===== config.mk =====
export PLATFORM = sky130hd
export DESIGN_NAME = multi_rate_tick_scheduler
export DESIGN_NICKNAME = d
export VERILOG_FILES = /design/src/design/mrts_pkg.sv /design/src/design/multi_rate_tick_scheduler.sv
export SDC_FILE = /design/constraint.sdc
export NUM_CORES = 2
export LEC_CHECK = 0
export ABC_AREA = 0
export CAP_MARGIN = 20
export CORE_MARGIN = 1
export CORE_UTILIZATION = 49
export CTS_BUF_LIST = sky130_fd_sc_hd__clkbuf_4
export DETAILED_ROUTE_END_ITERATION = 8
export DONT_BUFFER_PORTS = 1
export GPL_TIMING_DRIVEN = 0
export PLACE_DENSITY_LB_ADDON = 0.1
export SLEW_MARGIN = 20
export SYNTH_ARGS = -nofsm -noshare
export SYNTH_HDL_FRONTEND = slang
export SYNTH_SLANG_ARGS = --single-unit
export TNS_END_PERCENT = 10

===== constraint.sdc =====
create_clock -name clk -period 17.54 [get_ports clk]
set_input_delay 0.877 -clock clk [delete_from_list [all_inputs] [get_ports clk]]
set_output_delay 0.877 -clock clk [all_outputs]
set_load 0.03 [all_outputs]

===== src/design/mrts_pkg.sv =====
// Shared types and constants for the multi-rate tick scheduler.
package mrts_pkg;

  localparam int OP_W     = 2;
  localparam int NOW_W    = 48;
  localparam int RIDX_W   = 3;
  localparam int PER_W    = 32;
  localparam int MASK_W   = 8;
  localparam int STATUS_W = 2;
  localparam int ACT_W    = 4;

  typedef enum logic [OP_W-1:0] {
    OP_ADVANCE  = 2'd0,
    OP_SET_RATE = 2'd1,
    OP_START    = 2'd2,
    OP_NONE     = 2'd3
  } op_t;

  typedef enum logic [STATUS_W-1:0] {
    STAT_OK          = 2'd0,
    STAT_BAD_INDEX   = 2'd1,
    STAT_ZERO_PERIOD = 2'd2,
    STAT_MISMATCH    = 2'd3
  } status_t;

  typedef enum logic [2:0] {
    S_IDLE,
    S_WALK,
    S_DIV,
    S_ALIGN,
    S_SETW,
    S_DONE
  } state_t;

endpackage


===== src/design/multi_rate_tick_scheduler.sv =====
// Multi-rate tick scheduler: rate table in two memories walked by a sequencer.
//
//  channel | handshake                | payload
//  --------+--------------------------+-------------------------------------------
//  in      | start && !busy           | operation, now_tic, rate_index, period_tics
//  out     | out_strobe (one cycle)   | next_due_tic, fired_mask, status
//  cfg     | cfg_valid && cfg_ready   | cfg_data (active_rates)
//
// Advance and start walk n entries from accept to result, n being the active count:
// one memory read per entry, issued back to back through the shared read address.
// Set rate adds the realignment: a bit-serial remainder over the TIC_BITS bits of now,
// then the align and table-write states, then the same walk for the minimum. A set rate
// whose schedule has caught up with now skips the remainder. Errors go straight to the result.
// Reset is synchronous and clears the entry valid bits, so all entries read as zero
// at once. The receiver cannot stall; each result shows for exactly one cycle.
module multi_rate_tick_scheduler #(
  parameter int MAX_RATES = 8,
  parameter int TIC_BITS  = 48
) (
  input  logic                          clk,
  input  logic                          rst_n,
  input  logic                          start,
  output logic                          busy,
  input  logic [mrts_pkg::OP_W-1:0]     in_operation,
  input  logic [mrts_pkg::NOW_W-1:0]    in_now_tic,
  input  logic [mrts_pkg::RIDX_W-1:0]   in_rate_index,
  input  logic [mrts_pkg::PER_W-1:0]    in_period_tics,
  output logic                          out_strobe,
  output logic [mrts_pkg::NOW_W-1:0]    out_next_due_tic,
  output logic [mrts_pkg::MASK_W-1:0]   out_fired_mask,
  output logic [mrts_pkg::STATUS_W-1:0] out_status,
  input  logic                          cfg_valid,
  output logic                          cfg_ready,
  input  logic [mrts_pkg::ACT_W-1:0]    cfg_data
);
  import mrts_pkg::*;

  localparam int IDX_W = (MAX_RATES > 1) ? $clog2(MAX_RATES) : 1;
  localparam int CNT_W = $clog2(MAX_RATES + 1);
  localparam int SUM_W = ((TIC_BITS > PER_W) ? TIC_BITS : PER_W) + 1;
  localparam int DIV_W = $clog2(TIC_BITS + 1);
  localparam logic [TIC_BITS-1:0] TIC_MAX = {TIC_BITS{1'b1}};

  function automatic logic [TIC_BITS-1:0] sat_add(input logic [TIC_BITS-1:0] a,
                                                  input logic [PER_W-1:0] b);
    logic [SUM_W-1:0] s;
    s = SUM_W'(a) + SUM_W'(b);
    if (s > SUM_W'(TIC_MAX)) return TIC_MAX;
    return s[TIC_BITS-1:0];
  endfunction

  // Control and working registers.
  state_t                state_r, state_nxt;
  op_t                   op_r, op_nxt;
  logic [TIC_BITS-1:0]   now_r, now_nxt;
  logic [IDX_W-1:0]      idx_r, idx_nxt;
  logic [PER_W-1:0]      per_r, per_nxt;
  logic [CNT_W-1:0]      n_r, n_nxt;
  logic [TIC_BITS-1:0]   sched_r, sched_nxt;
  logic [TIC_BITS-1:0]   min_r, min_nxt;
  logic [MASK_W-1:0]     fired_r, fired_nxt;
  status_t               status_r, status_nxt;
  logic [CNT_W-1:0]      rd_cnt_r, rd_cnt_nxt;
  logic                  pipe_vld_r, pipe_vld_nxt;
  logic [IDX_W-1:0]      pipe_idx_r, pipe_idx_nxt;
  logic [PER_W-1:0]      rem_r, rem_nxt;
  logic [TIC_BITS-1:0]   div_sh_r, div_sh_nxt;
  logic [DIV_W-1:0]      div_cnt_r, div_cnt_nxt;
  logic [TIC_BITS-1:0]   next_r, next_nxt;
  logic                  align_r, align_nxt;
  logic [ACT_W-1:0]      active_r, active_nxt;
  logic                  out_valid_r, out_valid_nxt;
  logic [NOW_W-1:0]      out_due_r, out_due_nxt;
  logic [MASK_W-1:0]     out_fired_r, out_fired_nxt;
  logic [STATUS_W-1:0]   out_status_r, out_status_nxt;

  // Rate table storage; an entry never written reads as zero through its valid bit.
  logic [PER_W-1:0]      per_mem [MAX_RATES];
  logic [TIC_BITS-1:0]   due_mem [MAX_RATES];
  logic [MAX_RATES-1:0]  per_vld_r, due_vld_r;
  logic [PER_W-1:0]      per_rd_r;
  logic [TIC_BITS-1:0]   due_rd_r;
  logic                  per_rv_r, due_rv_r;

  logic [IDX_W-1:0]      ra, wa;
  logic                  per_we, due_we;
  logic [TIC_BITS-1:0]   due_wd;
  logic [PER_W-1:0]      per_q;
  logic [TIC_BITS-1:0]   due_q;
  logic [TIC_BITS-1:0]   ent_val;
  logic [TIC_BITS-1:0]   now_in;
  logic [CNT_W-1:0]      n_in;
  logic [PER_W:0]        trial;
  logic                  accept;

  assign accept    = start && (state_r == S_IDLE);
  assign busy      = (state_r != S_IDLE);
  assign cfg_ready = (state_r == S_IDLE);

  assign out_strobe       = out_valid_r;
  assign out_next_due_tic = out_due_r;
  assign out_fired_mask   = out_fired_r;
  assign out_status       = out_status_r;

  assign now_in = TIC_BITS'(in_now_tic);
  assign per_q  = per_rv_r ? per_rd_r : '0;
  assign due_q  = due_rv_r ? due_rd_r : '0;
  assign ra     = rd_cnt_r[IDX_W-1:0];
  assign trial  = {rem_r, div_sh_r[TIC_BITS-1]};

  always_comb begin
    if (active_r == '0) begin
      n_in = CNT_W'(1);
    end else if (32'(active_r) > MAX_RATES) begin
      n_in = CNT_W'(MAX_RATES);
    end else begin
      n_in = CNT_W'(active_r);
    end
  end

  always_comb begin
    state_nxt      = state_r;
    op_nxt         = op_r;
    now_nxt        = now_r;
    idx_nxt        = idx_r;
    per_nxt        = per_r;
    n_nxt          = n_r;
    sched_nxt      = sched_r;
    min_nxt        = min_r;
    fired_nxt      = fired_r;
    status_nxt     = status_r;
    rd_cnt_nxt     = rd_cnt_r;
    pipe_vld_nxt   = 1'b0;
    pipe_idx_nxt   = pipe_idx_r;
    rem_nxt        = rem_r;
    div_sh_nxt     = div_sh_r;
    div_cnt_nxt    = div_cnt_r;
    next_nxt       = next_r;
    align_nxt      = align_r;
    active_nxt     = active_r;
    out_valid_nxt  = 1'b0;
    out_due_nxt    = out_due_r;
    out_fired_nxt  = out_fired_r;
    out_status_nxt = out_status_r;
    per_we         = 1'b0;
    due_we         = 1'b0;
    wa             = pipe_idx_r;
    due_wd         = '0;
    ent_val        = due_q;

    if (cfg_valid && cfg_ready) begin
      active_nxt = cfg_data;
    end

    unique case (state_r)
      S_IDLE: begin
        if (accept) begin
          op_nxt     = op_t'(in_operation);
          now_nxt    = now_in;
          idx_nxt    = IDX_W'(in_rate_index);
          per_nxt    = in_period_tics;
          n_nxt      = n_in;
          fired_nxt  = '0;
          status_nxt = STAT_OK;
          min_nxt    = TIC_MAX;
          rd_cnt_nxt = '0;
          unique case (op_t'(in_operation))
            OP_ADVANCE: begin
              if (now_in != sched_r) begin
                status_nxt = STAT_MISMATCH;
                state_nxt  = S_DONE;
              end else begin
                state_nxt = S_WALK;
              end
            end
            OP_SET_RATE: begin
              if (32'(in_rate_index) >= 32'(n_in)) begin
                status_nxt = STAT_BAD_INDEX;
                state_nxt  = S_DONE;
              end else if (in_period_tics == '0) begin
                status_nxt = STAT_ZERO_PERIOD;
                state_nxt  = S_DONE;
              end else if (sched_r > now_in) begin
                rem_nxt     = '0;
                div_sh_nxt  = now_in;
                div_cnt_nxt = '0;
                align_nxt   = 1'b1;
                state_nxt   = S_DIV;
              end else begin
                // The schedule has caught up with now: the entry is due at once.
                next_nxt  = now_in;
                align_nxt = 1'b0;
                state_nxt = S_SETW;
              end
            end
            OP_START: begin
              state_nxt = S_WALK;
            end
            default: begin
              state_nxt = S_DONE;
            end
          endcase
        end
      end

      S_WALK: begin
        // Reads are issued one per cycle; the entry read last cycle is handled now.
        if (rd_cnt_r < n_r) begin
          pipe_vld_nxt = 1'b1;
          pipe_idx_nxt = rd_cnt_r[IDX_W-1:0];
          rd_cnt_nxt   = rd_cnt_r + CNT_W'(1);
        end
        if (pipe_vld_r) begin
          unique case (op_r)
            OP_ADVANCE: begin
              if (due_q == sched_r) begin
                ent_val   = sat_add(due_q, per_q);
                due_we    = 1'b1;
                fired_nxt = fired_r | (MASK_W'(1) << pipe_idx_r);
              end
            end
            OP_START: begin
              ent_val = sat_add(now_r, per_q);
              due_we  = 1'b1;
            end
            default: begin
              ent_val = due_q;
            end
          endcase
          due_wd  = ent_val;
          min_nxt = (ent_val < min_r) ? ent_val : min_r;
          if (CNT_W'(pipe_idx_r) == n_r - CNT_W'(1)) begin
            sched_nxt = min_nxt;
            state_nxt = S_DONE;
          end
        end
      end

      S_DIV: begin
        // Restoring remainder, one bit of now per cycle, most significant first.
        if (trial >= {1'b0, per_r}) begin
          rem_nxt = PER_W'(trial - {1'b0, per_r});
        end else begin
          rem_nxt = trial[PER_W-1:0];
        end
        div_sh_nxt  = {div_sh_r[TIC_BITS-2:0], 1'b0};
        div_cnt_nxt = div_cnt_r + DIV_W'(1);
        if (div_cnt_r == DIV_W'(TIC_BITS - 1)) begin
          state_nxt = S_ALIGN;
        end
      end

      S_ALIGN: begin
        next_nxt  = now_r - TIC_BITS'(rem_r);
        state_nxt = S_SETW;
      end

      S_SETW: begin
        wa         = idx_r;
        per_we     = 1'b1;
        due_we     = 1'b1;
        due_wd     = align_r ? sat_add(next_r, per_r) : next_r;
        rd_cnt_nxt = '0;
        min_nxt    = TIC_MAX;
        state_nxt  = S_WALK;
      end

      S_DONE: begin
        out_valid_nxt  = 1'b1;
        out_due_nxt    = NOW_W'(sched_r);
        out_fired_nxt  = (status_r == STAT_OK) ? fired_r : '0;
        out_status_nxt = status_r;
        state_nxt      = S_IDLE;
      end

      default: begin
        state_nxt = S_IDLE;
      end
    endcase
  end

  always_ff @(posedge clk) begin
    if (!rst_n) begin
      state_r     <= S_IDLE;
      sched_r     <= '0;
      active_r    <= ACT_W'(1);
      out_valid_r <= 1'b0;
      pipe_vld_r  <= 1'b0;
      per_vld_r   <= '0;
      due_vld_r   <= '0;
    end else begin
      state_r     <= state_nxt;
      sched_r     <= sched_nxt;
      active_r    <= active_nxt;
      out_valid_r <= out_valid_nxt;
      pipe_vld_r  <= pipe_vld_nxt;
      if (per_we) per_vld_r[wa] <= 1'b1;
      if (due_we) due_vld_r[wa] <= 1'b1;
    end
  end

  always_ff @(posedge clk) begin
    op_r         <= op_nxt;
    now_r        <= now_nxt;
    idx_r        <= idx_nxt;
    per_r        <= per_nxt;
    n_r          <= n_nxt;
    min_r        <= min_nxt;
    fired_r      <= fired_nxt;
    status_r     <= status_nxt;
    rd_cnt_r     <= rd_cnt_nxt;
    pipe_idx_r   <= pipe_idx_nxt;
    rem_r        <= rem_nxt;
    div_sh_r     <= div_sh_nxt;
    div_cnt_r    <= div_cnt_nxt;
    next_r       <= next_nxt;
    align_r      <= align_nxt;
    out_due_r    <= out_due_nxt;
    out_fired_r  <= out_fired_nxt;
    out_status_r <= out_status_nxt;
    per_rv_r     <= per_vld_r[ra];
    due_rv_r     <= due_vld_r[ra];
  end

  always_ff @(posedge clk) begin
    if (per_we) per_mem[wa] <= per_r;
    per_rd_r <= per_mem[ra];
  end

  always_ff @(posedge clk) begin
    if (due_we) due_mem[wa] <= due_wd;
    due_rd_r <= due_mem[ra];
  end

endmodule


==> summary.md <==
| Metric | Value |
|---|---|
| Max Root-Sink Buffers | 4 |
| Full die area | 125,800 µm² |
| DR vias/cell | 6.479 |
| Die X-Extent | 354.7 µm |
| Vias in the first global route | 46,190 |
| CP Class | flip-flop to flip-flop |
| Max-Cap Viols | 0 |
| Top Usage Layer GRT | met2 |
| Count of final hold-check violations | 0 |
| Seq/Total Area, Yosys | 53.70% |
| Crit path time final | 13.57 ns |
| Clock root buffer | clkbuf_4 |
| Distinct cells, synth | 113 |
| Clk_lat worst skew | 1.30 ns |
| Achievable clock frequency | 0.07371 GHz |
| Skew final | 0.1009 ns |
| Headroom to the max-slew limit | 17.23% |
| Tot GR Track Use | 38.80% |
| Post-synth EDFFs | 987 |
| Met1 usage | 51.96% |
| Synth Instances | 5,218 |
| Slowest-stage cell, CP | a311oi_1 |
| FF+latch area | 32,740 µm² |
| Number of cell rows | 129 |
| Routing usage on met3 | 9.707% |
| Initial DRC Count | 6,800 |
| Initial antenna violation count | 46 |
| Area share of the largest cell type after synthesis | 48.61% |
| Die Ht | 354.7 µm |
| Post-CTS sizing | 0 |
| # IOs | 154 |
| Synth cell count leaders | edfxtp_1, nand2_1, o21ai_0 |
| WP data required | 18.51 ns |
| Met2 usage | 58.24% |
| H-tree Lvls | 5 |
| Final nets | 6,030 |
| Syn Nets | 5,535 |
| Wirelength per Cell | 32.48 µm |
| Type of origin of the critical path | flip-flop |
| Hold Startpoint | in_period_tics[13] |
| First-pass GRT wire length | 342,200 µm |
| DRT Pass-1 Iters | 8 |
| Worst-path fanout max | 10 |
| CTS buffer count | 318 |
| Netlist Area Pre-Place | 60,970 µm² |
| Unrepaired setup endpoints after global routing | false |
| Worst EP arrival | 14.54 ns |
| Footprint of the multi-input gates | 26,130 µm² |
| Number of port buffers | 0 |
| Post-DP Area | 64,500 µm² |
| Clk slew on worst S/H paths | 0.07 ns |
| CORE AREA | 123,500 µm² |
| Power per Cell Area | 139.7 nW/µm² |
| DR vias | 49,260 |
| Clock sink count | 1,142 |
| Leakage | 0.02555 µW |
| Critical path launch point | per_rv_r$_DFF_P_ |
| Largest net degree at the start of global routing | 72 |
| CP endpoint kind | flip-flop |
| Hold buffers post-CTS | 99 |
| Final Util | 56.40% |
| Synth Register Bits | 1,142 |
| Asr flop ratio synth | 0% |
| Max IR drop VDD | 88.06 µV |
| Post-CTS setup buffer count | 0 |
| Synth warn | 0 |
| Slew @ Worst Pin | 1.242 ns |
| Max Slew Vio Count | 0 |
| Area delta synth->final | 14.23% |
| Most frequent cell after synthesis | edfxtp_1 |
| RR Startpoint | per_rv_r$_DFF_P_ |
| Total grt overflow | 0 |
| FILL cells | 10,490 |
| Detail Placement HPWL | 188,100 µm |
| Residual DRC | 0 |
| Cell repeated most along the worst path | clkbuf_1 |
| Final WL | 246,900 µm |
| RePlAce Congestion | 1.044 |
| Design area | 69,640 µm² |
| Initial Util | 49.38% |
| Yosys top cell by area | edfxtp_1 |
| Antenna-violating nets left | 0 |
| TritonCTS clock tree | built |
| Status | completed |
| Worst Hold Class | input port to flip-flop |
| Final setup viols | 0 |
| Most used DFF post-synth | edfxtp_1 |
| Share of layout cells above drive strength 1 | 17.66% |
| Synth Area per Inst | 11.68 µm² |
| Worst path max stage delay | 0.90 ns |
| Period Utilization, post-route | 77.34% |
| Top post-synthesis cells by area | edfxtp_1, mux4_2, dfxtp_1 |
| Setup tns final | 0 ns |
layout by cell type, fill, tap and decap left out, types with 57 or more instances in the layout:
| cell | netlist | layout |
|---|---|---|
| a31oi_1 | 71 | 71 |
| and3_1 | 71 | 69 |
| mux2_2 | 90 | 90 |
| and2_1 | 81 | 81 |
| ha_1 | 220 | 220 |
| dlygate4sd3_1 | 0 | 99 |
| mux4_2 | 164 | 164 |
| edfxtp_1 | 987 | 987 |
| a21o_1 | 132 | 132 |
| a21oi_1 | 321 | 321 |
| nand4_1 | 65 | 65 |
| xnor2_1 | 127 | 127 |
| nand2_1 | 442 | 442 |
| nand3_1 | 116 | 116 |
| clkbuf_1 | 188 | 185 |
| clkbuf_4 | 0 | 480 |
| o21ai_0 | 359 | 351 |
| xor2_1 | 76 | 76 |
| inv_1 | 253 | 252 |
| nor3_1 | 65 | 57 |
| dfxtp_1 | 155 | 155 |
| nor2_1 | 279 | 268 |
| buf_2 | 66 | 74 |
final cells by class:
cell class	count	area share, %
diodes	18	0.06468
plain buffers	307	2.019
inverters	254	1.376
multi-input cells	3515	37.52
well taps	1637	2.941
clock inverters	74	0.6486
clock buffers	480	5.174
flip-flops and latches	1142	47.01
repair buffers	175	3.241
through the flow:
stage	std cells	hold WS [ns]	setup slack [ns]	total power, µW
after global placement	6855	0.4462	1.677	7038
after global routing	7588	0.1593	4.060	10070
final	7602	0.2270	3.974	9727
after detailed placement	6929	0.4574	4.743	7110
after CTS	7582	0.06854	4.615	9639
after floorplan	5218	0.4272	8.297	5632
critical path, delay by kind of cell, from the launching register on:
family	cells	cell delay, ns
DFF	1	0.69
AOI/OAI and AO/OA	14	4.58
buffers and inverters	14	6.22
adders and majority gates	2	0.53
and+or+nand+nor	6	1.18
state kept, by name (all words and copies together) (netlist names), 32 cells and up:
register and flops:
div_sh_r 48, due_mem 384, due_rd_r 48, min_r 48, next_r 48, now_r 48, out_next_due_tic 48, per_mem 256
per_r 32, per_rd_r 32, rem_r 32, sched_r 48
routing by layer:
layer / up-vias / wire length [µm]
li1: 21160 / -
met1: 24430 / 96940
met2: 3012 / 108600
met3: 629 / 27220
met4: 22 / 13920
met5: - / 234
power by group:
| group | leakage (µW) | internal (µW) | switching, µW | total [µW] |
|---|---|---|---|---|
| clock network | 0.00244 | 1330 | 1160 | 2490 |
| logic | 0.0127 | 1200 | 2220 | 3420 |
| registers | 0.0104 | 3340 | 480 | 3820 |
| total | 0.0256 | 5870 | 3860 | 9730 |
path summary, 6_finish.rpt:
check                              end  slack [ns]  cells after the start
max            min_r[26]$_SDFFCE_PN1P_        3.97                     36
min                per_r[13]$_DFFE_PP_        0.23                      1
max reg2reg    min_r[26]$_SDFFCE_PN1P_        3.97                     36
min reg2reg  per_vld_r[4]$_SDFFE_PN0P_        0.47                      2
logic make-up after synthesis:
logic type,count (synthesis),share of synthesized area (%)
and+or+nand+nor,1402,11.54
AOI/OAI and AO/OA,1392,14.95
DFF,1142,53.70
buffers and inverters,561,3.860
muxes,280,8.147
adders and majority gates,238,4.878
xor gates and xnor gates,203,2.916
Power figures use the tool's default switching activity.
